===== src/rtl/wpm_pkg.sv =====
package wpm_pkg;

    // Pattern capacity in bytes.
    localparam int MAX_PATTERN = 32;

    // One bit per pattern prefix, from the empty prefix up to the whole pattern.
    localparam int VEC_W = MAX_PATTERN + 1;
    localparam int LEN_W = $clog2(MAX_PATTERN + 1);
    localparam int ADDR_W = (MAX_PATTERN > 1) ? $clog2(MAX_PATTERN) : 1;

    // Levels of the parallel prefix network that resolves runs of stars.
    localparam int PREFIX_LEVELS = (VEC_W > 1) ? $clog2(VEC_W) : 1;

    // Depth of the queue between the front and the back.
    localparam int QUEUE_DEPTH = 2;
    localparam int QPTR_W = 1;
    localparam int QCNT_W = 2;

    localparam logic [7:0] STAR_CHAR  = 8'd42;
    localparam logic [7:0] QMARK_CHAR = 8'd63;

    // Operation codes as they arrive on the input side.
    localparam logic [1:0] OP_CLEAR  = 2'd0;
    localparam logic [1:0] OP_APPEND = 2'd1;
    localparam logic [1:0] OP_TEXT   = 2'd2;
    localparam logic [1:0] OP_END    = 2'd3;

    typedef enum logic [1:0] {
        KIND_CLEAR,
        KIND_APPEND,
        KIND_TEXT,
        KIND_END
    } kind_t;

    // A classified item as it travels from the front to the back.
    typedef struct packed {
        kind_t      kind;
        logic [7:0] ch;
        logic       is_star;
        logic       is_qmark;
    } cmd_t;

endpackage


===== src/rtl/wildcard_pattern_matcher.sv =====
// Channel  Direction  Signals                     Contents
// -------  ---------  --------------------------  ---------------------------------------
// s_*      in         s_tvalid s_tready s_tdata   tuser: op; tdata: char_in
//                     s_tuser
// m_*      out        m_tvalid m_tready m_tdata   tdata: matched, overflow (end items only)
//
// One item is taken every cycle while the output side keeps up; a text byte
// updates every pattern position at once through one prefix network per cycle.
// An end item is first held in a queue entry; the back then loads its result
// into the output register once that register is free. Reset is asynchronous
// and active low and leaves an empty pattern with no overflow. A stalled output
// makes the back refuse only end items; items behind such an item wait in the
// two-entry queue, and the input side keeps accepting until the queue is full.
module wildcard_pattern_matcher (
    input  logic       clk,
    input  logic       rst_n,
    input  logic       s_tvalid,
    output logic       s_tready,
    input  logic [7:0] s_tdata,   // [7:0] char_in
    input  logic [1:0] s_tuser,   // [1:0] op
    output logic       m_tvalid,
    input  logic       m_tready,
    output logic [7:0] m_tdata    // [0] matched, [1] overflow, [7:2] zero
);
    import wpm_pkg::*;

    cmd_t cmd;
    logic cmd_valid;
    logic cmd_ready;
    logic matched;
    logic overflow;

    // The front decodes each item and queues it.
    wpm_front u_front (
        .clk       (clk),
        .rst_n     (rst_n),
        .in_valid  (s_tvalid),
        .in_ready  (s_tready),
        .in_op     (s_tuser),
        .in_char   (s_tdata),
        .cmd_valid (cmd_valid),
        .cmd_ready (cmd_ready),
        .cmd       (cmd)
    );

    // The back holds the pattern and the match column, and registers results.
    wpm_back u_back (
        .clk          (clk),
        .rst_n        (rst_n),
        .cmd_valid    (cmd_valid),
        .cmd_ready    (cmd_ready),
        .cmd          (cmd),
        .out_valid    (m_tvalid),
        .out_ready    (m_tready),
        .out_matched  (matched),
        .out_overflow (overflow)
    );

    assign m_tdata = {6'b0, overflow, matched};

endmodule


===== src/rtl/wpm_front.sv =====
module wpm_front (
    input  logic          clk,
    input  logic          rst_n,
    input  logic          in_valid,
    output logic          in_ready,
    input  logic [1:0]    in_op,
    input  logic [7:0]    in_char,
    output logic          cmd_valid,
    input  logic          cmd_ready,
    output wpm_pkg::cmd_t cmd
);
    import wpm_pkg::*;

    cmd_t              entry_reg [QUEUE_DEPTH];
    logic [QPTR_W-1:0] wr_ptr_reg;
    logic [QPTR_W-1:0] wr_ptr_next;
    logic [QPTR_W-1:0] rd_ptr_reg;
    logic [QPTR_W-1:0] rd_ptr_next;
    logic [QCNT_W-1:0] count_reg;
    logic [QCNT_W-1:0] count_next;
    cmd_t              classified;
    logic              push;
    logic              pop;

    // Decode the operation and flag the two wildcard bytes once, here.
    always_comb
    begin
        classified.ch       = in_char;
        classified.is_star  = (in_char == STAR_CHAR);
        classified.is_qmark = (in_char == QMARK_CHAR);
        unique case (in_op)
            OP_CLEAR:  classified.kind = KIND_CLEAR;
            OP_APPEND: classified.kind = KIND_APPEND;
            OP_TEXT:   classified.kind = KIND_TEXT;
            OP_END:    classified.kind = KIND_END;
            default:   classified.kind = KIND_END;
        endcase
    end

    assign in_ready  = (count_reg != QCNT_W'(QUEUE_DEPTH));
    assign cmd_valid = (count_reg != '0);
    assign cmd       = entry_reg[rd_ptr_reg];
    assign push      = in_valid && in_ready;
    assign pop       = cmd_valid && cmd_ready;

    always_comb
    begin
        wr_ptr_next = push ? wr_ptr_reg + 1'b1 : wr_ptr_reg;
        rd_ptr_next = pop ? rd_ptr_reg + 1'b1 : rd_ptr_reg;
        count_next  = count_reg + QCNT_W'(push) - QCNT_W'(pop);
    end

    always_ff @(posedge clk or negedge rst_n)
    begin
        if (!rst_n)
        begin
            wr_ptr_reg <= '0;
            rd_ptr_reg <= '0;
            count_reg  <= '0;
        end
        else
        begin
            wr_ptr_reg <= wr_ptr_next;
            rd_ptr_reg <= rd_ptr_next;
            count_reg  <= count_next;
        end
    end

    always_ff @(posedge clk)
    begin
        if (push)
        begin
            entry_reg[wr_ptr_reg] <= classified;
        end
    end

endmodule


===== src/rtl/wpm_back.sv =====
module wpm_back (
    input  logic          clk,
    input  logic          rst_n,
    input  logic          cmd_valid,
    output logic          cmd_ready,
    input  wpm_pkg::cmd_t cmd,
    output logic          out_valid,
    input  logic          out_ready,
    output logic          out_matched,
    output logic          out_overflow
);
    import wpm_pkg::*;

    logic [7:0]       char_reg [MAX_PATTERN];
    logic             star_reg [MAX_PATTERN];
    logic             qmark_reg [MAX_PATTERN];
    logic [LEN_W-1:0] length_reg;
    logic [LEN_W-1:0] length_next;
    logic [VEC_W-1:0] prefix_reg;
    logic [VEC_W-1:0] prefix_next;
    logic [VEC_W-1:0] empty_reg;
    logic [VEC_W-1:0] empty_next;
    logic             ovf_reg;
    logic             ovf_next;
    logic             out_valid_reg;
    logic             out_valid_next;
    logic             matched_reg;
    logic             overflow_reg;
    logic             take;
    logic             store_char;
    logic [VEC_W-1:0] text_vec;
    logic [VEC_W-1:0] gen_lvl  [PREFIX_LEVELS+1];
    logic [VEC_W-1:0] prop_lvl [PREFIX_LEVELS+1];

    // Only an end item needs the output register; the rest never wait on it.
    assign cmd_ready    = (cmd.kind != KIND_END) || !out_valid_reg || out_ready;
    assign take         = cmd_valid && cmd_ready;
    assign store_char   = take && (cmd.kind == KIND_APPEND)
                          && (length_reg < LEN_W'(MAX_PATTERN));
    assign out_valid    = out_valid_reg;
    assign out_matched  = matched_reg;
    assign out_overflow = overflow_reg;

    // Column update. Each prefix position either matches on its own (generate)
    // or, for a star, takes over the new value of the prefix below (propagate).
    // The star chains are resolved by a log-depth prefix network.
    always_comb
    begin
        gen_lvl[0]  = '0;
        prop_lvl[0] = '0;
        for (int j = 1; j < VEC_W; j++)
        begin
            if (LEN_W'(j) <= length_reg)
            begin
                if (star_reg[j-1])
                begin
                    gen_lvl[0][j] = prefix_reg[j];
                end
                else
                begin
                    gen_lvl[0][j] = (qmark_reg[j-1] || (char_reg[j-1] == cmd.ch))
                                    && prefix_reg[j-1];
                end
                prop_lvl[0][j] = star_reg[j-1];
            end
        end
        for (int l = 0; l < PREFIX_LEVELS; l++)
        begin
            gen_lvl[l+1]  = gen_lvl[l];
            prop_lvl[l+1] = prop_lvl[l];
            for (int j = (1 << l); j < VEC_W; j++)
            begin
                gen_lvl[l+1][j]  = gen_lvl[l][j]
                                   || (prop_lvl[l][j] && gen_lvl[l][j - (1 << l)]);
                prop_lvl[l+1][j] = prop_lvl[l][j] && prop_lvl[l][j - (1 << l)];
            end
        end
        text_vec = gen_lvl[PREFIX_LEVELS];
    end

    always_comb
    begin
        length_next    = length_reg;
        prefix_next    = prefix_reg;
        empty_next     = empty_reg;
        ovf_next       = ovf_reg;
        out_valid_next = out_valid_reg && !out_ready;
        if (take)
        begin
            unique case (cmd.kind)
                KIND_CLEAR:
                begin
                    length_next = '0;
                    ovf_next    = 1'b0;
                    empty_next  = VEC_W'(1);
                    prefix_next = VEC_W'(1);
                end
                KIND_APPEND:
                begin
                    if (store_char)
                    begin
                        length_next = length_reg + 1'b1;
                        if (cmd.is_star && empty_reg[length_reg])
                        begin
                            empty_next[length_reg + 1'b1] = 1'b1;
                        end
                    end
                    else
                    begin
                        ovf_next = 1'b1;
                    end
                    prefix_next = empty_next;
                end
                KIND_TEXT:
                begin
                    prefix_next = text_vec;
                end
                KIND_END:
                begin
                    out_valid_next = 1'b1;
                    prefix_next    = empty_reg;
                end
                default:
                begin
                    prefix_next = prefix_reg;
                end
            endcase
        end
    end

    always_ff @(posedge clk or negedge rst_n)
    begin
        if (!rst_n)
        begin
            length_reg    <= '0;
            prefix_reg    <= VEC_W'(1);
            empty_reg     <= VEC_W'(1);
            ovf_reg       <= 1'b0;
            out_valid_reg <= 1'b0;
        end
        else
        begin
            length_reg    <= length_next;
            prefix_reg    <= prefix_next;
            empty_reg     <= empty_next;
            ovf_reg       <= ovf_next;
            out_valid_reg <= out_valid_next;
        end
    end

    always_ff @(posedge clk)
    begin
        if (store_char)
        begin
            char_reg[length_reg[ADDR_W-1:0]]  <= cmd.ch;
            star_reg[length_reg[ADDR_W-1:0]]  <= cmd.is_star;
            qmark_reg[length_reg[ADDR_W-1:0]] <= cmd.is_qmark;
        end
        if (take && (cmd.kind == KIND_END))
        begin
            matched_reg  <= prefix_reg[length_reg] && !ovf_reg;
            overflow_reg <= ovf_reg;
        end
    end

endmodule


===== config.mk =====
export PLATFORM = sky130hd
export DESIGN_NAME = wildcard_pattern_matcher
export DESIGN_NICKNAME = d
export VERILOG_FILES = /design/src/rtl/wpm_pkg.sv /design/src/rtl/wildcard_pattern_matcher.sv /design/src/rtl/wpm_front.sv /design/src/rtl/wpm_back.sv
export SDC_FILE = /design/constraint.sdc
export NUM_CORES = 1
export LEC_CHECK = 0
export ABC_AREA = 0
export BUFFER_PORTS_ARGS = -buffer_cell sky130_fd_sc_hd__buf_4
export CORE_ASPECT_RATIO = 2
export CORE_MARGIN = 8
export CORE_UTILIZATION = 35
export DETAILED_ROUTE_END_ITERATION = 7
export PLACE_DENSITY = 0.49
export SLEW_MARGIN = 15
export SYNTH_ARGS = -nofsm -noshare
export SYNTH_HDL_FRONTEND = slang
export SYNTH_SLANG_ARGS = --single-unit

===== constraint.sdc =====
create_clock -name clk -period 4.7 [get_ports clk]
set_clock_uncertainty 0.15 [all_clocks]
set_input_delay 0.94 -clock clk [delete_from_list [all_inputs] [get_ports clk]]
set_output_delay 0.94 -clock clk [all_outputs]
set_load 0.03 [all_outputs]

After elaboration in Yosys (flattened, before gate mapping):

Memories as Yosys holds them, arrays and structs flattened.
Index checks and enable logic that the tools add are counted.

* reductions and logical operators: 441
* multipliers: 0
* bitwise gates (word level): 1
* divide/modulo/power cells: 0
* $add $sub $neg: 5
* equal/unequal tests: 44
* muxes and demuxes: 116
* shifts and indexed selects: 0
* order comparisons: 36

Operators by type and width (count)
* $logic_and A1 B1 Y1: 268
* $eq A8 B8 Y1: 32
* $logic_or A1 B1 Y1: 163
* $pmux W33 S4: 1
* $mux W1: 105
* $le A5 B6 Y1 const A: 16
* $mux W33: 2
* $pmux W33 S2: 1
* $le A4 B6 Y1 const A: 8
* $or A33 B33 Y33: 1
* $le A3 B6 Y1 const A: 4
* $eq A8 B6 Y1 const B: 2
* $lt A6 B7 Y1 const B: 2
* $bmux W1 S6: 2
* $le A2 B6 Y1 const A: 2
* $pmux W6 S2: 1
* $eq A2 B2 Y1 const B: 4
* $pmux W2 S4: 1
* $add A6 B1 Y6 const B: 1
* $demux W1 S6: 1
* $ge A6 B1 Y1 const B: 1
* $le A1 B6 Y1 const A: 1
* $le A6 B6 Y1 const A: 1
* $lt A6 B6 Y1 const B: 1
* other kinds (13): 22

* ROM bits: 0
* bits in latches: 0
* memories: 4
* input port bits: 14
* output and inout port bits: 10
* word-level logic and storage cells: 657
* register bits: 80
* memory bits (writable): 344

Memory list
* u_back.char_reg: depth 32, bits a word 8, rd ports 32, clocked after memory_dff 0, wr ports 1, RTL line wpm_back.sv:14 `logic [7:0] char_reg [MAX_PATTERN];`
* u_back.qmark_reg: depth 32, bits a word 1, rd ports 32, clocked after memory_dff 0, wr ports 1, RTL line wpm_back.sv:16 `logic qmark_reg [MAX_PATTERN];`
* u_back.star_reg: depth 32, bits a word 1, rd ports 32, clocked after memory_dff 0, wr ports 1, RTL line wpm_back.sv:15 `logic star_reg [MAX_PATTERN];`
* u_front.entry_reg: depth 2, bits a word 12, rd ports 1, clocked after memory_dff 0, wr ports 1, RTL line wpm_front.sv:14 `cmd_t entry_reg [QUEUE_DEPTH];`

Depth between registers and ports, before layout:

Gate-level depths: netlist of run 1.
An unclocked memory read counts as a cell.

* depth in word-level cells: 17
* mapped depth: 15

Cells and area by module:

From an unflattened synthesis of run 1, not the netlist that was laid out.

* cell total of the unflattened synthesis: 1619
* area, all modules: 20312.0 µm²

By module, submodules not included
* wpm_back: seq. area each 11523.6 µm², instances 1, area each 19132.1 µm², cells each 1544
* wpm_front: seq. area each 820.8 µm², instances 1, area each 1116.1 µm², cells each 66
* wildcard_pattern_matcher: seq. area each 0.0 µm², instances 1, area each 63.8 µm², cells each 9

Worst setup path after synthesis of run 1:

OpenSTA, ideal clock, no wires.

* path kind: register -> register
* start point: register u_back.length_reg[0]
* end point: register u_back.prefix_reg[27]
* stages on the path, launching flop included: 16
* slack: 1.347 ns
* data arrival time: 3.076 ns
* clock period less this slack: 3.353 ns
* library setup time: 0.127 ns
* cells stage by stage: dfrtp_1 buf_2 buf_6 buf_2 inv_1 ha_1 o21a_1 o21ai_0 a21oi_1 and3_1 o31ai_1 a21oi_1 a211oi_1 o2bb2ai_1 a21o_1 or2_2

* cells in the longest elaborated chain, start to end: 12
* elaborated cells on any way between the ends: 170

Ends and longest elaborated chain
* start: declaration: RTL line wpm_back.sv:17 `logic [LEN_W-1:0] length_reg;`
* start signal: assignment: RTL line wpm_back.sv:143 `length_reg <= length_next;`
* branches (longest 11 deep; another with $lt A6 B7 Y1)
* $pmux W33 S4 *: RTL line wpm_back.sv:90 `unique case (cmd.kind)`
* end signal: assignment: RTL line wpm_back.sv:144 `prefix_reg <= prefix_next;`
* end: declaration: RTL line wpm_back.sv:19 `logic [VEC_W-1:0] prefix_reg;`

Mark *: on every way between the ends. The select of a mux whose other input is x is not followed.
A chain may end at the register's enable or synchronous reset.

Worst setup path after layout of run 1:

Same ends and word-level chain as after synthesis.

==> out/results.ini, run 1 <==
[sta]
final_max_slew_viol_count = 0
fmax_mhz = 241
final.setup.tns_ns = 0
rsz0062_at_grt = no
period_minus_slack_ns = 4.15
hold_viol_final = 0
worstMarginPinSlew_ns = 0.954
maxSlewHeadroom_pct = 35.7
setup_viol = 0
fin_crit_sh_pct = 88.4

[power]
ir_drop_uv = 305
p_per_area_mw_per_mm2 = 547
p_leak_nw = 7.82

[global_route]
antenna_found_initial = 0
grt-ovfl-total = 0
grt_pass1_vias = 14567
grt_max_degree = 66
grt_pass1_wl_um = 95700
track_usage_pct = 19.3

[setup_path]
cp_data_required_time_ns = 4.98
crit_start = u_back.length_reg[0]
r2r_slack_ns = 0.55
cp_slowest_cell = dfrtp_1
path_cells = buf_4, inv_1, ha_1, o21a_1, o21ai_0, buf_4, a21oi_1, and3_1, o31ai_1, a21oi_1, a211oi_1, o2bb2ai_1, a21o_1, or2_2
crit_path_end = u_back.prefix_reg[27]
cp_data_arrival_time_ns = 4.44
worstReg2RegStart = u_back.length_reg[0]
worst_r2r_endpoint = u_back.prefix_reg[27]
slowest_delay_ns = 0.58
critPathKind = register to register
cp-start-kind = register
critical_path.max_fanout = 8
cp-end-kind = register
rr_worst_depth = 14

[placement]
place_hpwl_um = 47400
io_buffers = 17
globalplace.congestion = 0.988

[synth]
seq_area_frac_synth_pct = 60.3
syn_area_mm2 = 0.0205
yosysTopAreaCell = edfxtp_1
synth_area_per_cell_um2 = 12.5
synth-edff-count = 346
synth_top_area_share_pct = 50.8
synth_warnings = 0
synth_top_cells_by_area = edfxtp_1, xnor2_1, dfrtp_1
ys_types = 87
synth-async-reset-ratio_pct = 18.4
ys_seq_elements = 424
syn_inst = 1639
synthFlopType = edfxtp_1

[floorplan]
die_area_mm2 = 0.0669
start_util_pct = 35.3
die_x_um = 187
die_h_um = 358
std_cell_rows = 125
core-area_mm2 = 0.0580
num_io_pins = 24

[clock_network]
cts_root_buf = clkbuf_16
clkTransAtPathRegs_ns = 0.07
cts_resized = 0
cts_num_sinks = 424
cts.path.max_buffers = 3
insertion_delay_ns = 0.57
cts_hold_buf = 0
htree_levels = 2
cts_made_buffers = 39
tritoncts = built
post_cts_buffers = 0

[run_status]
status = finished clean

[final_layout]
fillers = 5459
layout_commonest_cell = edfxtp_1
drive_gt1_share_pct = 14.4
diodes = 0
largest_reg_flops = 256
multi_input_area_mm2 = 0.00759
fin_nets = 1775
mostFrequentLayoutCells = edfxtp_1, xnor2_1, buf_4
area_delta_synth_final_pct = 14.6
seq_area_mm2 = 0.0123
finish.utilization_pct = 40.4

[detailed_routing]
drtPass1Iterations = 5
met1Wirelength_um = 22900
remaining_drc_errors = 0
vias_per_cell = 5.42
num_vias = 13793
antenna_left = 0
totalWireLength_um = 64900
routed-wl-met3_um = 2160
highest_layer = met4
first_iter_violations = 1007
wl_per_cell_um = 25.5
dr_wl_met2_um = 35200

[flow_run]
max-cap-violations = 0

[min_path]
min_from = u_back.ovf_reg
hp-class = register to register

## layout make-up
| cell class | instances | area share (%) |
|---|---|---|
| clock inverter | 13 | 0.672 |
| timing repair buffer | 144 | 5.09 |
| inverter | 31 | 0.496 |
| tap | 762 | 4.07 |
| multi-input combinational | 1115 | 32.4 |
| clock buffer | 57 | 4.66 |
| sequential | 424 | 52.6 |
## per-layer routing
layer / vias up / track usage (%)
met5: - / 0
li1: 6305 / -
met4: 0 / 12.8
met1: 6941 / 19.3
met3: 169 / 2.16
met2: 378 / 37.1
## synth_stat cells, drive strengths merged, types with 17 or more instances
| cell type | n |
|---|---|
| nor2 | 120 |
| nand3 | 32 |
| buf | 46 |
| nor3 | 43 |
| clkbuf | 28 |
| nand2 | 121 |
| nor4 | 62 |
| dfrtp | 76 |
| mux2i | 19 |
| o21ai | 73 |
| o211ai | 17 |
| inv | 31 |
| xor2 | 36 |
| a31oi | 20 |
| nor2b | 17 |
| xnor2 | 228 |
| edfxtp | 346 |
| a21oi | 79 |
## logic make-up after synthesis
logic type / share of synthesized area (%)
AO/OA/AOI/OAI: 9.98
XOR/XNOR: 11.3
adder cells (fa/ha/maj): 0.367
buffers and inverters: 2.72
flip-flops: 60.3
multiplexers: 3.40
other: 0.0183
AND/OR/NAND/NOR: 11.9
## worst min path at each step
| stage | endpoint | slack, ns | cells past startpoint |
|---|---|---|---|
| after detailed placement | u_back.out_overflow | 0.33 | 0 |
| after global placement | u_front.wr_ptr_reg | 0.33 | 1 |
| final | u_back.out_overflow | 0.34 | 0 |
| after CTS | u_back.out_overflow | 0.34 | 0 |
| after floorplan | u_back.out_overflow | 0.30 | 0 |
| after global routing | u_back.out_overflow | 0.35 | 0 |
## worst max-delay path, delay by kind of cell, from the launching register on
family          cells  cell delay [ns]
simple gates        2             0.50
compound gates      8             1.91
fa+ha+maj           1             0.34
flops               1             0.58
buf+inv             3             0.55
## where the power goes
part | switching (mW) | leakage [nW] | internal, mW
Sequential | 0.271 | 4.17 | 4.70
Combinational | 3.03 | 3.04 | 1.62
Clock | 1.42 | 0.606 | 1.79
Total | 4.72 | 7.82 | 8.11
## through the flow
stage | instances | hold WS (ns) | power (mW) | worst slack (ns) | area (um^2)
after floorplan | 1644 | 0.298 | 7.81 | 1.35 | 20500
after global placement | 2475 | 0.326 | 9.71 | 0.532 | 22200
after detailed placement | 2476 | 0.327 | 9.74 | 0.619 | 22200
after CTS | 2546 | 0.344 | 13.0 | 0.596 | 23400
after global routing | 2546 | 0.351 | 13.4 | 0.386 | 23400
final | 2546 | 0.344 | 12.8 | 0.545 | 23400
No activity file was read; power rests on OpenSTA's default activity.
==> inputs of run 2 (changes only) <==
- RECOVER_POWER: unset -> 100
- SETUP_SLACK_MARGIN: unset -> 0.2
==> run 2 against run 1 <==
  * Highest routed layer unchanged
  * Via count barely moved
  * Maximum frequency fell by 2.8%
  * The flow now finishes with violations (max-capacitance violations, max-slew violations)
  * Largest power group unchanged
  * Critical path depth fell by 3
==> out/results.ini, run 2 (synthesized netlist as in run 1, its figures left out) <==
[run_status]
status = finished, violations left
violations = max-capacitance violations, max-slew violations

[setup_path]
critical_path.max_fanout = 9  ; +1
cp_common_cell = clkbuf_1
crit_start = u_front.rd_ptr_reg
cp-end-kind = register
critPathKind = register to register
worst_r2r_endpoint = u_back.prefix_reg[18]
path_cells = clkbuf_1, mux2_2, nor2_1, nand3_1, o31ai_1, nor4_1, a31oi_1, clkbuf_1, nor2b_1, o31ai_2, o221a_2
cp_slowest_cell = clkbuf_1
rr_worst_depth = 11  ; -3
r2r_slack_ns = 0.42  ; -0.12 ns
worstReg2RegStart = u_front.rd_ptr_reg
cp_data_required_time_ns = 5.04  ; +0.06 ns
cp_data_arrival_time_ns = 4.62  ; +0.18 ns
slowest_delay_ns = 0.56  ; -0.02 ns
cp-start-kind = register

[detailed_routing]
first_iter_violations = 944  ; -6.3%
dr_wl_met2_um = 35300  ; +0.28%
highest_layer = met4
num_vias = 13791  ; -0.015%
routed-wl-met3_um = 2130  ; -1.1%
drtPass1Iterations = 7  ; +2
wl_per_cell_um = 25.5  ; -0.17%
totalWireLength_um = 64800  ; -0.17%
met1Wirelength_um = 22700  ; -0.94%
remaining_drc_errors = 0  ; unchanged
vias_per_cell = 5.42  ; about the same
antenna_left = 0  ; unchanged

[final_layout]
finish.utilization_pct = 39.8  ; -0.66 points
layout_commonest_cell = edfxtp_1
mostFrequentLayoutCells = edfxtp_1, xnor2_1, nand2_1
area_delta_synth_final_pct = 12.7
fin_nets = 1775  ; unchanged
largest_reg_flops = 256  ; unchanged
stdcell_area_mm2 = 0.0231  ; -1.6%
fillers = 5541  ; +1.5%
drive_gt1_share_pct = 9.59  ; -4.8 points
diodes = 0  ; unchanged
instances_no_fill = 2546  ; unchanged

[floorplan]
die_h_um = 358  ; unchanged
std_cell_rows = 125  ; unchanged
core-area_mm2 = 0.0580  ; unchanged
die_x_um = 187  ; unchanged
num_io_pins = 24  ; unchanged
die_area_mm2 = 0.0669  ; unchanged
start_util_pct = 35.3  ; unchanged

[power]
switchingPower_mw = 4.68  ; -0.77%
power_mw = 12.7  ; -1.2%
pwr-share-clk_pct = 25.3  ; +0.3 points
p_per_area_mw_per_mm2 = 549  ; +0.45%
seq_power_share_pct = 39.3  ; +0.5 points
ir_drop_uv = 300  ; -1.6%
comb_power_share_pct = 35.4  ; -0.8 points
p_leak_nw = 7.53  ; -3.8%
p_sw_share_pct = 36.9  ; +0.15 points
intPower_mw = 7.99  ; -1.4%

[sta]
hold_viol_final = 0  ; unchanged
worstMarginPinSlew_ns = 1.95  ; +0.992 ns
final_max_slew_viol_count = 188  ; +188
fin_crit_sh_pct = 91.0  ; +2.6 points
period_minus_slack_ns = 4.28  ; +0.120 ns
fmax_mhz = 234  ; -2.8%
setup_viol = 0  ; unchanged
rsz0062_at_grt = no
final.setup.tns_ns = 0  ; unchanged
maxSlewHeadroom_pct = -29.7  ; -65 points

[min_path]
hp-class = register to register
min_from = u_front.wr_ptr_reg
worstHoldEndpoint = u_front.wr_ptr_reg
min_path_cells = 1  ; +1

[clock_network]
cts_hold_buf = 0  ; unchanged
cts_root_buf = clkbuf_16
tritoncts = built
htree_levels = 2  ; unchanged
cts_made_buffers = 39  ; unchanged
post_cts_buffers = 0  ; unchanged
clkTransAtPathRegs_ns = 0.06  ; about the same
cts_resized = 0  ; unchanged
insertion_delay_ns = 0.57  ; about the same
cts_num_sinks = 424  ; unchanged
cts.path.max_buffers = 3  ; unchanged

[placement]
place_hpwl_um = 47400  ; unchanged
placed_cell_area_mm2 = 0.0222  ; unchanged
dp.cells = 2476  ; unchanged
io_buffers = 17  ; unchanged
globalplace.congestion = 0.988  ; unchanged

[global_route]
grt-ovfl-total = 0  ; unchanged
grt_pass1_vias = 14567  ; unchanged
track_usage_pct = 19.3  ; unchanged
antenna_found_initial = 0  ; unchanged
grt_max_degree = 66  ; unchanged
grt_pass1_wl_um = 95700  ; unchanged

[flow_run]
max-cap-violations = 5  ; +5

-- run 2: cell types whose count changed in the layout (fill, tap and decap cells not counted), sizes merged --
cell,delta
buf,-73
clkbuf,+73
clkinv,+1
inv,-1
-- run 2: power groups by stage --
stage | registers [mW] | clock network [mW] | logic (mW)
after floorplan | 4.92 | 0 | 2.89
after global placement | 5.05 | 0 | 4.66
after detailed placement | 5.05 | 0 | 4.69
after CTS | 4.97 | 3.30 | 4.71
after global routing | 5.01 | 3.41 | 4.82
final | 4.98 | 3.21 | 4.48
-- run 2: how the worst max path moves through the flow --
stage,cells after the start,endpoint,slack (ns)
floorplan,15,u_back.prefix_reg[27],1.35
global placement,14,u_back.prefix_reg[25],0.53
detailed placement,13,u_back.prefix_reg[18],0.62
CTS,13,u_back.prefix_reg[18],0.60
global route,12,u_back.prefix_reg[25],0.22
finish,11,u_back.prefix_reg[18],0.42
-- run 2: through the flow --
step,hold WS (ns),setup WS [ns]
3_5_place_dp,0.327,0.619
4_1_cts,0.344,0.596
3_3_place_gp,0.326,0.532
2_1_floorplan,0.298,1.35
5_1_grt,0.351,0.218
6_report,0.345,0.425
-- run 2: layer usage --
metal,track usage [%],vias to the layer above
li1,-,6312
met1,19.3,6931
met4,12.8,0
met2,37.1,377
met5,0,-
met3,2.16,171
-- run 2: cell type report --
cell class | count | area [um^2] | share of cell area (%)
tap | 762 | 953 | 4.13
timing repair buffer | 144 | 912 | 3.95
clock inverter | 13 | 158 | 0.683
sequential | 424 | 12300 | 53.5
clock buffer | 57 | 1090 | 4.74
multi-input combinational | 1115 | 7490 | 32.5
inverter | 31 | 116 | 0.504
-- run 2: critical path: cells and delay by family (launching register included) --
kind / cells / cell delay [ns]
AOI/OAI and AO/OA: 4 / 1.24
buffers and inverters: 2 / 0.81
DFF: 1 / 0.51
muxes: 1 / 0.55
and+or+nand+nor: 4 / 0.95
